$ cat config.mk
export PLATFORM = sky130hd
export DESIGN_NAME = hmm_forward_filter_predictor_flat
export DESIGN_NICKNAME = d
export VERILOG_FILES = /design/src/hmmf_pkg.sv /design/src/hmmf_if.sv /design/src/hmmf_frac_div.sv /design/src/hmm_forward_filter_predictor.sv /design/src/flat_wrapper.sv
export SDC_FILE = /design/constraint.sdc
export NUM_CORES = 2
export LEC_CHECK = 0
export ABC_AREA = 0
export BUFFER_PORTS_ARGS = -buffer_cell sky130_fd_sc_hd__buf_2
export CAP_MARGIN = 20
export CORE_MARGIN = 10
export CORE_UTILIZATION = 50
export DETAILED_ROUTE_END_ITERATION = 12
export HOLD_SLACK_MARGIN = 0.05
export PLACE_DENSITY = 0.65
export SETUP_SLACK_MARGIN = 0.4
export SKIP_LAST_GASP = 1
export SYNTH_ARGS = -nofsm -noshare
export SYNTH_HDL_FRONTEND = slang
export SYNTH_SLANG_ARGS = --single-unit
$ cat constraint.sdc
create_clock -name clk -period 9.7 [get_ports clk]
set_input_delay 0.485 -clock clk [delete_from_list [all_inputs] [get_ports clk]]
set_output_delay 0.485 -clock clk [all_outputs]
set_load 0.02 [all_outputs]
$ cat src/hmmf_pkg.sv
// ---------------------------------------------------------------------------
// hmmf_pkg
// Shared types and constants for the HMM forward filter predictor.
// ---------------------------------------------------------------------------
package hmmf_pkg;

  localparam logic [2:0] OP_WR_TRANS  = 3'd0;
  localparam logic [2:0] OP_WR_EMIS   = 3'd1;
  localparam logic [2:0] OP_WR_INIT   = 3'd2;
  localparam logic [2:0] OP_RESTART   = 3'd3;
  localparam logic [2:0] OP_OBSERVE   = 3'd4;

  localparam logic [15:0] WARMUP_RESET = 16'd100;
  localparam int unsigned QBITS        = 16;

  typedef enum logic [3:0] {
    ST_IDLE,
    ST_COPY_RD,
    ST_COPY_WR,
    ST_RD,
    ST_MUL,
    ST_ACC,
    ST_DIV_RD,
    ST_DIV_GO,
    ST_DIV_WAIT,
    ST_DONE
  } hmmf_state_t;

  typedef enum logic [1:0] {
    PH_HID,
    PH_SYM,
    PH_NUM
  } hmmf_phase_t;

  typedef struct packed {
    logic busy;
    logic done;
  } hmmf_div_stat_t;

endpackage

$ cat src/hmmf_if.sv
// ---------------------------------------------------------------------------
// hmmf_if
// Valid/ready channels of the HMM forward filter predictor.
// ---------------------------------------------------------------------------
interface hmmf_in_if;
  logic       valid;
  logic       ready;
  logic [2:0] opcode;
  logic [2:0] row_index;
  logic [3:0] column_index;
  logic [15:0] prob_value;
  logic [3:0] observed_symbol;
  modport source (output valid, opcode, row_index, column_index, prob_value,
                  observed_symbol, input ready);
  modport sink (input valid, opcode, row_index, column_index, prob_value,
                observed_symbol, output ready);
endinterface

interface hmmf_out_if;
  logic       valid;
  logic       ready;
  logic [3:0] predicted_symbol;
  logic       scored;
  logic       hit;
  logic       direction_counted;
  logic       direction_agree;
  logic       impossible;
  modport source (output valid, predicted_symbol, scored, hit, direction_counted,
                  direction_agree, impossible, input ready);
  modport sink (input valid, predicted_symbol, scored, hit, direction_counted,
                direction_agree, impossible, output ready);
endinterface

interface hmmf_cfg_if;
  logic        valid;
  logic        ready;
  logic [15:0] data;
  modport source (output valid, data, input ready);
  modport sink (input valid, data, output ready);
endinterface

$ cat src/hmmf_frac_div.sv
// ---------------------------------------------------------------------------
// hmmf_frac_div
// Restoring divider: quot = floor(num * 2^15 / den), num <= den, den != 0.
// ---------------------------------------------------------------------------
module hmmf_frac_div
  import hmmf_pkg::*;
#(
  parameter int NW = 51,
  parameter int TW = 54
) (
  input  logic                 clk,
  input  logic                 rst_n,
  input  logic                 start,
  input  logic [NW-1:0]        num,
  input  logic [TW-1:0]        den,
  output hmmf_div_stat_t       stat,
  output logic [QBITS-1:0]     quot
);

  logic [TW:0]          rem_r, rem_nxt, rem_sh;
  logic [QBITS-1:0]     q_r, q_nxt;
  logic [3:0]           cnt_r, cnt_nxt;
  logic                 busy_r, busy_nxt, done_r, done_nxt;
  logic [TW:0]          num_x, den_x;

  assign num_x  = (TW+1)'(num);
  assign den_x  = {1'b0, den};
  assign rem_sh = {rem_r[TW-1:0], 1'b0};

  always_comb begin
    rem_nxt  = rem_r;
    q_nxt    = q_r;
    cnt_nxt  = cnt_r;
    busy_nxt = busy_r;
    done_nxt = 1'b0;
    if (start) begin
      busy_nxt = 1'b1;
      cnt_nxt  = 4'(QBITS - 1);
      if (num_x >= den_x) begin
        q_nxt   = QBITS'(1);
        rem_nxt = num_x - den_x;
      end else begin
        q_nxt   = '0;
        rem_nxt = num_x;
      end
    end else if (busy_r) begin
      if (rem_sh >= den_x) begin
        rem_nxt = rem_sh - den_x;
        q_nxt   = {q_r[QBITS-2:0], 1'b1};
      end else begin
        rem_nxt = rem_sh;
        q_nxt   = {q_r[QBITS-2:0], 1'b0};
      end
      cnt_nxt = cnt_r - 4'd1;
      if (cnt_r == 4'd1) begin
        busy_nxt = 1'b0;
        done_nxt = 1'b1;
      end
    end
  end

  always_ff @(posedge clk) begin
    rem_r <= rem_nxt;
    q_r   <= q_nxt;
    cnt_r <= cnt_nxt;
    if (!rst_n) begin
      busy_r <= 1'b0;
      done_r <= 1'b0;
    end else begin
      busy_r <= busy_nxt;
      done_r <= done_nxt;
    end
  end

  assign stat.busy = busy_r;
  assign stat.done = done_r;
  assign quot      = q_r;

endmodule

$ cat src/hmm_forward_filter_predictor.sv
// ---------------------------------------------------------------------------
// hmm_forward_filter_predictor
// HMM forward filter with next-symbol prediction over table memories.
// ---------------------------------------------------------------------------
//  channel | dir | contents
//  in_ch   | in  | opcode, row_index, column_index, prob_value, observed_symbol
//  out_ch  | out | predicted_symbol, scored, hit, direction_*, impossible
//  cfg_ch  | in  | warmup_count
//
//  Restart copies the initial probabilities into the belief memory.
//  Observe: S*S + S*K + S multiply-accumulates, each read, multiplied
//  and accumulated through the one shared multiplier, then a divide per state.
//  rst_n is synchronous; belief reads as zero until written.
//  An item is taken only while idle and the output slot is free or being drained.
// ---------------------------------------------------------------------------
module hmm_forward_filter_predictor
  import hmmf_pkg::*;
#(
  parameter int NUM_STATES  = 6,
  parameter int NUM_SYMBOLS = 11,
  parameter int PROB_BITS   = 16
) (
  input  logic       clk,
  input  logic       rst_n,
  hmmf_in_if.sink    in_ch,
  hmmf_out_if.source out_ch,
  hmmf_cfg_if.sink   cfg_ch
);

  localparam int PW   = (PROB_BITS < 16) ? PROB_BITS : 16;
  localparam int SW   = (NUM_STATES > 1) ? $clog2(NUM_STATES) : 1;
  localparam int KW   = $clog2(NUM_SYMBOLS);
  localparam int OW   = (SW > KW) ? SW : KW;
  localparam int HW   = QBITS + PW + SW;
  localparam int MW   = HW + PW;
  localparam int TW   = MW + SW;
  localparam int TAW  = $clog2(NUM_STATES * NUM_STATES);
  localparam int EAW  = $clog2(NUM_STATES * NUM_SYMBOLS);
  localparam int HALF = NUM_SYMBOLS / 2;

  logic [PW-1:0]    tr_mem   [NUM_STATES*NUM_STATES];
  logic [PW-1:0]    em_mem   [NUM_STATES*NUM_SYMBOLS];
  logic [PW-1:0]    init_mem [NUM_STATES];
  logic [QBITS-1:0] bel_mem  [NUM_STATES];
  logic [HW-1:0]    hid_mem  [NUM_STATES];
  logic [MW-1:0]    num_mem  [NUM_STATES];
  logic [NUM_STATES-1:0] bel_vld_r;

  logic [PW-1:0]    tr_rd_r, em_rd_r, init_rd_r;
  logic [QBITS-1:0] bel_rd_r;
  logic             bel_vrd_r;
  logic [HW-1:0]    hid_rd_r;
  logic [MW-1:0]    num_rd_r;

  hmmf_state_t st_r, st_nxt;
  hmmf_phase_t ph_r, ph_nxt;
  logic [SW-1:0] n_r, n_nxt;
  logic [OW-1:0] o_r, o_nxt;
  logic [TW-1:0] acc_r, acc_nxt, acc_sum;
  logic [MW-1:0] prod_r;
  logic [TW-1:0] best_r, best_nxt;
  logic [3:0]    guess_r, guess_nxt;
  logic [3:0]    obs_r;
  logic          obs_ok_r, is_obs_r, scored_r, imp_r, imp_nxt;
  logic [15:0]   cnt_r, warm_r;

  logic [TAW-1:0] tr_ra, tr_wa;
  logic [EAW-1:0] em_ra, em_wa;
  logic [OW-1:0]  esel;
  logic [HW-1:0]  mx;
  logic [PW-1:0]  my;

  logic in_fire, out_free, hid_we, num_we, bel_we, div_start;
  logic [QBITS-1:0] bel_wd, quot;
  hmmf_div_stat_t   div_stat;

  logic [3:0] g_out;
  logic       hit_c, cnt_c, agr_c;

  assign out_free     = !out_ch.valid || out_ch.ready;
  assign in_ch.ready  = (st_r == ST_IDLE) && out_free;
  assign in_fire      = in_ch.valid && in_ch.ready;
  assign cfg_ch.ready = 1'b1;

  assign esel  = (ph_r == PH_NUM) ? OW'(obs_r) : o_r;
  assign tr_ra = TAW'(int'(n_r) * NUM_STATES + int'(o_r));
  assign em_ra = EAW'(int'(n_r) * NUM_SYMBOLS + int'(esel));
  assign tr_wa = TAW'(int'(in_ch.row_index) * NUM_STATES + int'(in_ch.column_index));
  assign em_wa = EAW'(int'(in_ch.row_index) * NUM_SYMBOLS + int'(in_ch.column_index));

  always_ff @(posedge clk) begin
    if (in_fire && in_ch.opcode == OP_WR_TRANS && int'(in_ch.row_index) < NUM_STATES &&
        int'(in_ch.column_index) < NUM_STATES) begin
      tr_mem[tr_wa] <= in_ch.prob_value[PW-1:0];
    end
    if (in_fire && in_ch.opcode == OP_WR_EMIS && int'(in_ch.row_index) < NUM_STATES &&
        int'(in_ch.column_index) < NUM_SYMBOLS) begin
      em_mem[em_wa] <= in_ch.prob_value[PW-1:0];
    end
    if (in_fire && in_ch.opcode == OP_WR_INIT && int'(in_ch.row_index) < NUM_STATES) begin
      init_mem[in_ch.row_index[SW-1:0]] <= in_ch.prob_value[PW-1:0];
    end
    if (hid_we) begin
      hid_mem[o_r[SW-1:0]] <= acc_sum[HW-1:0];
    end
    if (num_we) begin
      num_mem[n_r] <= prod_r;
    end
    if (bel_we) begin
      bel_mem[n_r] <= bel_wd;
    end
    tr_rd_r   <= tr_mem[tr_ra];
    em_rd_r   <= em_mem[em_ra];
    init_rd_r <= init_mem[n_r];
    bel_rd_r  <= bel_mem[n_r];
    bel_vrd_r <= bel_vld_r[n_r];
    hid_rd_r  <= hid_mem[n_r];
    num_rd_r  <= num_mem[n_r];
  end

  assign mx = (ph_r == PH_HID) ? (bel_vrd_r ? HW'(bel_rd_r) : '0) : hid_rd_r;
  assign my = (ph_r == PH_HID) ? tr_rd_r : ((ph_r == PH_NUM && !obs_ok_r) ? '0 : em_rd_r);
  assign acc_sum = acc_r + TW'(prod_r);

  always_comb begin
    st_nxt    = st_r;
    ph_nxt    = ph_r;
    n_nxt     = n_r;
    o_nxt     = o_r;
    acc_nxt   = acc_r;
    best_nxt  = best_r;
    guess_nxt = guess_r;
    imp_nxt   = imp_r;
    hid_we    = 1'b0;
    num_we    = 1'b0;
    bel_we    = 1'b0;
    bel_wd    = quot;
    div_start = 1'b0;
    unique case (st_r)
      ST_IDLE: begin
        n_nxt   = '0;
        o_nxt   = '0;
        acc_nxt = '0;
        ph_nxt  = PH_HID;
        imp_nxt = 1'b0;
        if (in_fire && in_ch.opcode == OP_RESTART) begin
          st_nxt = ST_COPY_RD;
        end else if (in_fire && in_ch.opcode == OP_OBSERVE) begin
          st_nxt = ST_RD;
        end
      end
      ST_COPY_RD: st_nxt = ST_COPY_WR;
      ST_COPY_WR: begin
        bel_we = 1'b1;
        bel_wd = QBITS'(init_rd_r);
        if (n_r == SW'(NUM_STATES - 1)) begin
          st_nxt = ST_DONE;
        end else begin
          n_nxt  = n_r + SW'(1);
          st_nxt = ST_COPY_RD;
        end
      end
      ST_RD: st_nxt = ST_MUL;
      ST_MUL: st_nxt = ST_ACC;
      ST_ACC: begin
        st_nxt  = ST_RD;
        acc_nxt = acc_sum;
        n_nxt   = n_r + SW'(1);
        case (ph_r)
          PH_HID: begin
            if (n_r == SW'(NUM_STATES - 1)) begin
              hid_we  = 1'b1;
              acc_nxt = '0;
              n_nxt   = '0;
              if (o_r == OW'(NUM_STATES - 1)) begin
                o_nxt  = '0;
                ph_nxt = PH_SYM;
              end else begin
                o_nxt = o_r + OW'(1);
              end
            end
          end
          PH_SYM: begin
            if (n_r == SW'(NUM_STATES - 1)) begin
              if (o_r == '0 || acc_sum > best_r) begin
                best_nxt  = acc_sum;
                guess_nxt = 4'(o_r);
              end
              acc_nxt = '0;
              n_nxt   = '0;
              if (o_r == OW'(NUM_SYMBOLS - 1)) begin
                o_nxt  = '0;
                ph_nxt = PH_NUM;
              end else begin
                o_nxt = o_r + OW'(1);
              end
            end
          end
          default: begin
            num_we = 1'b1;
            if (n_r == SW'(NUM_STATES - 1)) begin
              n_nxt = '0;
              if (acc_sum == '0) begin
                imp_nxt = 1'b1;
                st_nxt  = ST_DONE;
              end else begin
                st_nxt = ST_DIV_RD;
              end
            end
          end
        endcase
      end
      ST_DIV_RD: st_nxt = ST_DIV_GO;
      ST_DIV_GO: begin
        div_start = 1'b1;
        st_nxt    = ST_DIV_WAIT;
      end
      ST_DIV_WAIT: begin
        if (div_stat.done) begin
          bel_we = 1'b1;
          if (n_r == SW'(NUM_STATES - 1)) begin
            st_nxt = ST_DONE;
          end else begin
            n_nxt  = n_r + SW'(1);
            st_nxt = ST_DIV_RD;
          end
        end
      end
      ST_DONE: begin
        if (out_free) begin
          st_nxt = ST_IDLE;
        end
      end
      default: st_nxt = ST_IDLE;
    endcase
  end

  hmmf_frac_div #(
    .NW (MW),
    .TW (TW)
  ) u_div (
    .clk   (clk),
    .rst_n (rst_n),
    .start (div_start),
    .num   (num_rd_r),
    .den   (acc_r),
    .stat  (div_stat),
    .quot  (quot)
  );

  always_ff @(posedge clk) begin
    if (!rst_n) begin
      st_r <= ST_IDLE;
    end else begin
      st_r <= st_nxt;
    end
  end

  assign g_out = is_obs_r ? guess_r : 4'd0;
  assign hit_c = scored_r && (guess_r == obs_r);
  assign cnt_c = scored_r && (guess_r != 4'd0 || obs_r != 4'd0);
  assign agr_c = cnt_c && ((int'(guess_r) > HALF) == (int'(obs_r) > HALF));

  always_ff @(posedge clk) begin
    ph_r    <= ph_nxt;
    n_r     <= n_nxt;
    o_r     <= o_nxt;
    acc_r   <= acc_nxt;
    best_r  <= best_nxt;
    guess_r <= guess_nxt;
    imp_r   <= imp_nxt;
    prod_r  <= MW'(mx * my);
    if (in_fire) begin
      obs_r    <= in_ch.observed_symbol;
      obs_ok_r <= int'(in_ch.observed_symbol) < NUM_SYMBOLS;
      is_obs_r <= in_ch.opcode == OP_OBSERVE;
      scored_r <= (in_ch.opcode == OP_OBSERVE) && (cnt_r >= warm_r);
    end
    if (!rst_n) begin
      bel_vld_r     <= '0;
      cnt_r         <= '0;
      warm_r        <= WARMUP_RESET;
      out_ch.valid  <= 1'b0;
    end else begin
      if (bel_we) begin
        bel_vld_r[n_r] <= 1'b1;
      end
      if (cfg_ch.valid && cfg_ch.ready) begin
        warm_r <= cfg_ch.data;
      end
      if (in_fire && in_ch.opcode == OP_RESTART) begin
        cnt_r <= '0;
      end else if (in_fire && in_ch.opcode == OP_OBSERVE && cnt_r != 16'hFFFF) begin
        cnt_r <= cnt_r + 16'd1;
      end
      if (in_fire && in_ch.opcode != OP_RESTART && in_ch.opcode != OP_OBSERVE) begin
        out_ch.valid <= 1'b1;
      end else if (st_r == ST_DONE && out_free) begin
        out_ch.valid <= 1'b1;
      end else if (out_ch.ready) begin
        out_ch.valid <= 1'b0;
      end
    end
  end

  always_ff @(posedge clk) begin
    if (in_fire && in_ch.opcode != OP_RESTART && in_ch.opcode != OP_OBSERVE) begin
      out_ch.predicted_symbol  <= 4'd0;
      out_ch.scored            <= 1'b0;
      out_ch.hit               <= 1'b0;
      out_ch.direction_counted <= 1'b0;
      out_ch.direction_agree   <= 1'b0;
      out_ch.impossible        <= 1'b0;
    end else if (st_r == ST_DONE && out_free) begin
      out_ch.predicted_symbol  <= g_out;
      out_ch.scored            <= scored_r;
      out_ch.hit               <= hit_c;
      out_ch.direction_counted <= cnt_c;
      out_ch.direction_agree   <= agr_c;
      out_ch.impossible        <= is_obs_r && imp_r;
    end
  end

`ifndef ASSERT_OFF
  a_ready_idle: assert property (@(posedge clk) disable iff (!rst_n)
    in_ch.ready |-> st_r == ST_IDLE) else $error("ready outside idle");
  a_hit_scored: assert property (@(posedge clk) disable iff (!rst_n)
    out_ch.valid && out_ch.hit |-> out_ch.scored) else $error("hit without score");
  a_agree_cnt: assert property (@(posedge clk) disable iff (!rst_n)
    out_ch.valid && out_ch.direction_agree |-> out_ch.direction_counted)
    else $error("agree without count");
  a_div_den: assert property (@(posedge clk) disable iff (!rst_n)
    st_r == ST_DIV_WAIT |-> acc_r != '0) else $error("zero divisor");
`endif

endmodule
$ cat src/flat_wrapper.sv
// flat-port wrapper written by rule: the top's interface ports become plain ports
module hmm_forward_filter_predictor_flat import hmmf_pkg::*;
#(
  parameter int NUM_STATES  = 6,
  parameter int NUM_SYMBOLS = 11,
  parameter int PROB_BITS   = 16
)
  (clk, rst_n, in_ch_valid, in_ch_opcode, in_ch_row_index, in_ch_column_index, in_ch_prob_value, in_ch_observed_symbol, in_ch_ready, out_ch_valid, out_ch_predicted_symbol, out_ch_scored, out_ch_hit, out_ch_direction_counted, out_ch_direction_agree, out_ch_impossible, out_ch_ready, cfg_ch_valid, cfg_ch_data, cfg_ch_ready);
  hmmf_in_if in_ch_i ();
  hmmf_out_if out_ch_i ();
  hmmf_cfg_if cfg_ch_i ();
  input  logic clk;
  input  logic rst_n;
  input wire logic [$bits(in_ch_i.valid)-1:0] in_ch_valid;
  input wire logic [$bits(in_ch_i.opcode)-1:0] in_ch_opcode;
  input wire logic [$bits(in_ch_i.row_index)-1:0] in_ch_row_index;
  input wire logic [$bits(in_ch_i.column_index)-1:0] in_ch_column_index;
  input wire logic [$bits(in_ch_i.prob_value)-1:0] in_ch_prob_value;
  input wire logic [$bits(in_ch_i.observed_symbol)-1:0] in_ch_observed_symbol;
  output wire logic [$bits(in_ch_i.ready)-1:0] in_ch_ready;
  output wire logic [$bits(out_ch_i.valid)-1:0] out_ch_valid;
  output wire logic [$bits(out_ch_i.predicted_symbol)-1:0] out_ch_predicted_symbol;
  output wire logic [$bits(out_ch_i.scored)-1:0] out_ch_scored;
  output wire logic [$bits(out_ch_i.hit)-1:0] out_ch_hit;
  output wire logic [$bits(out_ch_i.direction_counted)-1:0] out_ch_direction_counted;
  output wire logic [$bits(out_ch_i.direction_agree)-1:0] out_ch_direction_agree;
  output wire logic [$bits(out_ch_i.impossible)-1:0] out_ch_impossible;
  input wire logic [$bits(out_ch_i.ready)-1:0] out_ch_ready;
  input wire logic [$bits(cfg_ch_i.valid)-1:0] cfg_ch_valid;
  input wire logic [$bits(cfg_ch_i.data)-1:0] cfg_ch_data;
  output wire logic [$bits(cfg_ch_i.ready)-1:0] cfg_ch_ready;
  assign in_ch_i.valid = in_ch_valid;
  assign in_ch_i.opcode = in_ch_opcode;
  assign in_ch_i.row_index = in_ch_row_index;
  assign in_ch_i.column_index = in_ch_column_index;
  assign in_ch_i.prob_value = in_ch_prob_value;
  assign in_ch_i.observed_symbol = in_ch_observed_symbol;
  assign in_ch_ready = in_ch_i.ready;
  assign out_ch_valid = out_ch_i.valid;
  assign out_ch_predicted_symbol = out_ch_i.predicted_symbol;
  assign out_ch_scored = out_ch_i.scored;
  assign out_ch_hit = out_ch_i.hit;
  assign out_ch_direction_counted = out_ch_i.direction_counted;
  assign out_ch_direction_agree = out_ch_i.direction_agree;
  assign out_ch_impossible = out_ch_i.impossible;
  assign out_ch_i.ready = out_ch_ready;
  assign cfg_ch_i.valid = cfg_ch_valid;
  assign cfg_ch_i.data = cfg_ch_data;
  assign cfg_ch_ready = cfg_ch_i.ready;
  hmm_forward_filter_predictor #(.NUM_STATES(NUM_STATES), .NUM_SYMBOLS(NUM_SYMBOLS), .PROB_BITS(PROB_BITS)) u_core (.clk(clk), .rst_n(rst_n), .in_ch(in_ch_i), .out_ch(out_ch_i), .cfg_ch(cfg_ch_i));
endmodule
==> out/qor.yml <==
path_clk_slew_ps: 60
clock_latency_ps: 880
setup-tns-final_ps: 0
status: "finished, final reports clean"
cts_tree: "done"
rows: 189
syn-num-nets: 9738
gp_congestion: 0.934
die_w_um: 537
track_usage: 0.238
max_cap_violations: 0
relSlewSlack: 0.233
n_fill_cell: 20700
grt_max_degree: 126
start_util: 0.503
synth.top_cell.area_share: 0.571
synth-edff-count: 2539
critPathKind: "reg -> reg"
fmax_mhz: 111
drive_above_1_share: 0.156
synth-async-reset-ratio: 0
yosysSeqAreaShare: 0.610
cp_max_fo: 28
first_global_vias: 77200
fin_crit_sh: 0.930
drt_wl_total_mm: 346
syn-cell-area_mm2: 0.134
hpwl_mm: 230
slew_viol_final: 0
min_path_type: "in -> reg"
drt_first_pass_iters: 6
drc: 0
cp-start-kind: "register"
ios: 63
cp-end-kind: "register"
fin_skew_ps: 79.8
synthTopCellsByArea: "edfxtp_1, mux4_2, fa_1, dfxtp_1, ha_1"
postSynthCellCount: 8826
setup_viol: 0
syn_area_per_cell_um2: 15.1
yosys.area.top_type: "edfxtp_1"
ys_warn_count: 0
rsz0062_at_grt: "no"
core-area_mm2: 0.266
ys_ff_latch: 2799
synth_flop_cell: "edfxtp_1"
cts_buffers: 298
vias_per_cell: 5.94
cts_max_level: 5
drt_iter0_markers: 7756
cp.arrival_ps: 9730
ant_nets: 0
overflow: 0
routedWlPerCell_um: 27.0
dieArea_mm2: 0.288
cts.sinks: 2799
area_growth_pct: 11.4
antenna_found_initial: 13
finish.net_count: 9953
required_ps: 10410
worstMarginPinSlew_ps: 1150
vias: 76200
io_buffers: 61
fp.dieH_um: 537
cts_root_buffer: "clkbuf_16"
hold_violations: 0
cts.path.max_buffers: 4
yosysUniqueCellTypes: 93
grt_pass1_wl_mm: 515
min_period_ps: 9020
[kinds of logic after synthesis]
kind of cell | Yosys count | share of synthesized area
DFF | 2799 | 0.610
and+or+nand+nor | 1898 | 0.0642
AOI/OAI and AO/OA | 1121 | 0.0510
buffers and inverters | 1093 | 0.0312
adders and majority gates | 861 | 0.107
muxes | 836 | 0.122
xor gates and xnor gates | 217 | 0.0143
other | 1 | 0.0000281
[area by class of cell]
class,count,area (um^2),share of cell area
clock buffer,392,8070,0.0542
clock inverter,146,1530,0.0103
inverter,702,2640,0.0177
timing repair buffer,306,2400,0.0161
antenna,12,30.0,0.000202
sequential,2799,81400,0.547
tap,3533,4420,0.0297
multi-input combinational,4934,48300,0.324
[sequential cells by signal, indices dropped and copies added (netlist names), 35 cells and up]
| name | count |
|---|---|
| u_core.init_mem | 96 |
| u_core.hid_rd_r | 35 |
| u_core.best_r | 54 |
| u_core.prod_r | 51 |
| u_core.bel_mem | 96 |
| u_core.acc_r | 54 |
| u_core.num_rd_r | 51 |
| u_core.num_mem | 306 |
| u_core.hid_mem | 210 |
| u_core.tr_mem | 576 |
| u_core.em_mem | 1056 |
| u_core.u_div.rem_r | 54 |
[worst max-delay path, cell delays in order (launching register included)]
cell	delay (ps)
edfxtp_1	340
buf_4	220
or2_2	610
and3_1	310
buf_4	240
a21o_1	550
nand2_1	160
fa_1	530
fa_1	520
fa_1	510
inv_1	40
ha_1	280
fa_1	500
fa_1	410
ha_1	360
a2111o_1	370
o21ai_0	560
a2111oi_0	250
o31a_1	430
o211ai_1	390
a21oi_1	130
nor2_1	280
a2111oi_1	170
a211oi_1	370
a21oi_1	150
xor2_1	160
[placed cells by master (no fill, tap or decap), drive strengths merged, types with 33 or more instances in the layout]
cell	Yosys	final
edfxtp	2539	2539
nand2	719	719
inv	702	714
mux4	631	631
nor2	583	583
fa	473	473
clkbuf	312	392
ha	388	388
a21oi	386	386
o21ai	315	315
buf	79	273
dfxtp	260	260
mux2i	185	185
and2	151	151
xnor2	132	132
a21o	125	125
clkinv	0	102
nand3	86	86
xor2	85	85
and3	60	60
nand4	58	58
nor3	53	53
nor2b	52	52
a211oi	48	48
nand2b	45	45
o21a	38	38
o21bai	36	36
dlygate4sd3	0	33
[path summary, 6_finish.rpt]
kind	from	cells past startpoint	end	slack (ps)
worst max register to register	u_core.ph_r[1]	25	u_core.prod_r[49]	680
worst min register to register	u_core.out_ch.predicted_symbol[2]	2	u_core.out_ch.predicted_symbol[2]	450
worst max-delay path	u_core.ph_r[1]	25	u_core.prod_r[49]	680
worst min-delay path	in_ch_prob_value[6]	1	u_core.em_mem[55][6]	100
[Yosys cell counts (185+ instances only)]
| master | n |
|---|---|
| ha_1 | 388 |
| mux2i_1 | 185 |
| nand2_1 | 716 |
| dfxtp_1 | 260 |
| clkbuf_1 | 312 |
| edfxtp_1 | 2539 |
| mux4_2 | 631 |
| a21oi_1 | 386 |
| fa_1 | 473 |
| o21ai_0 | 303 |
| inv_1 | 702 |
| nor2_1 | 583 |
[what timing repair did]
| action | CTS | global route |
|---|---|---|
| hold buffers | 33 | 0 |
| setup endpoints to repair | 0 | 5 |
| resized for setup | 0 | 3 |
| setup buffers | 0 | 0 |
| hold endpoints to repair | 263 | 0 |
[stage by stage]
step	cells	utilization	instance area (um^2)	setup WS, ps	hold WS [ps]
floorplan	8826	-	134000	1000	435
global placement	12200	0.523	139000	793	442
detailed placement	12200	0.523	139000	721	443
CTS	12800	0.560	149000	674	65.6
global route	12800	0.560	149000	403	89.5
finish	12800	0.560	149000	682	98.9
[metal layers]
| metal | vias to the layer above | wire [um] | global-route usage |
|---|---|---|---|
| met5 | - | 96 | 0 |
| met4 | 14 | 10100 | 0.0654 |
| met3 | 568 | 22700 | 0.0357 |
| met2 | 2821 | 171000 | 0.399 |
| met1 | 39600 | 143000 | 0.327 |
| li1 | 33200 | - | - |
Power is left out: the tool's default activity adds up to more than one toggle a clock period on the data nets, which glitch-free logic cannot reach.
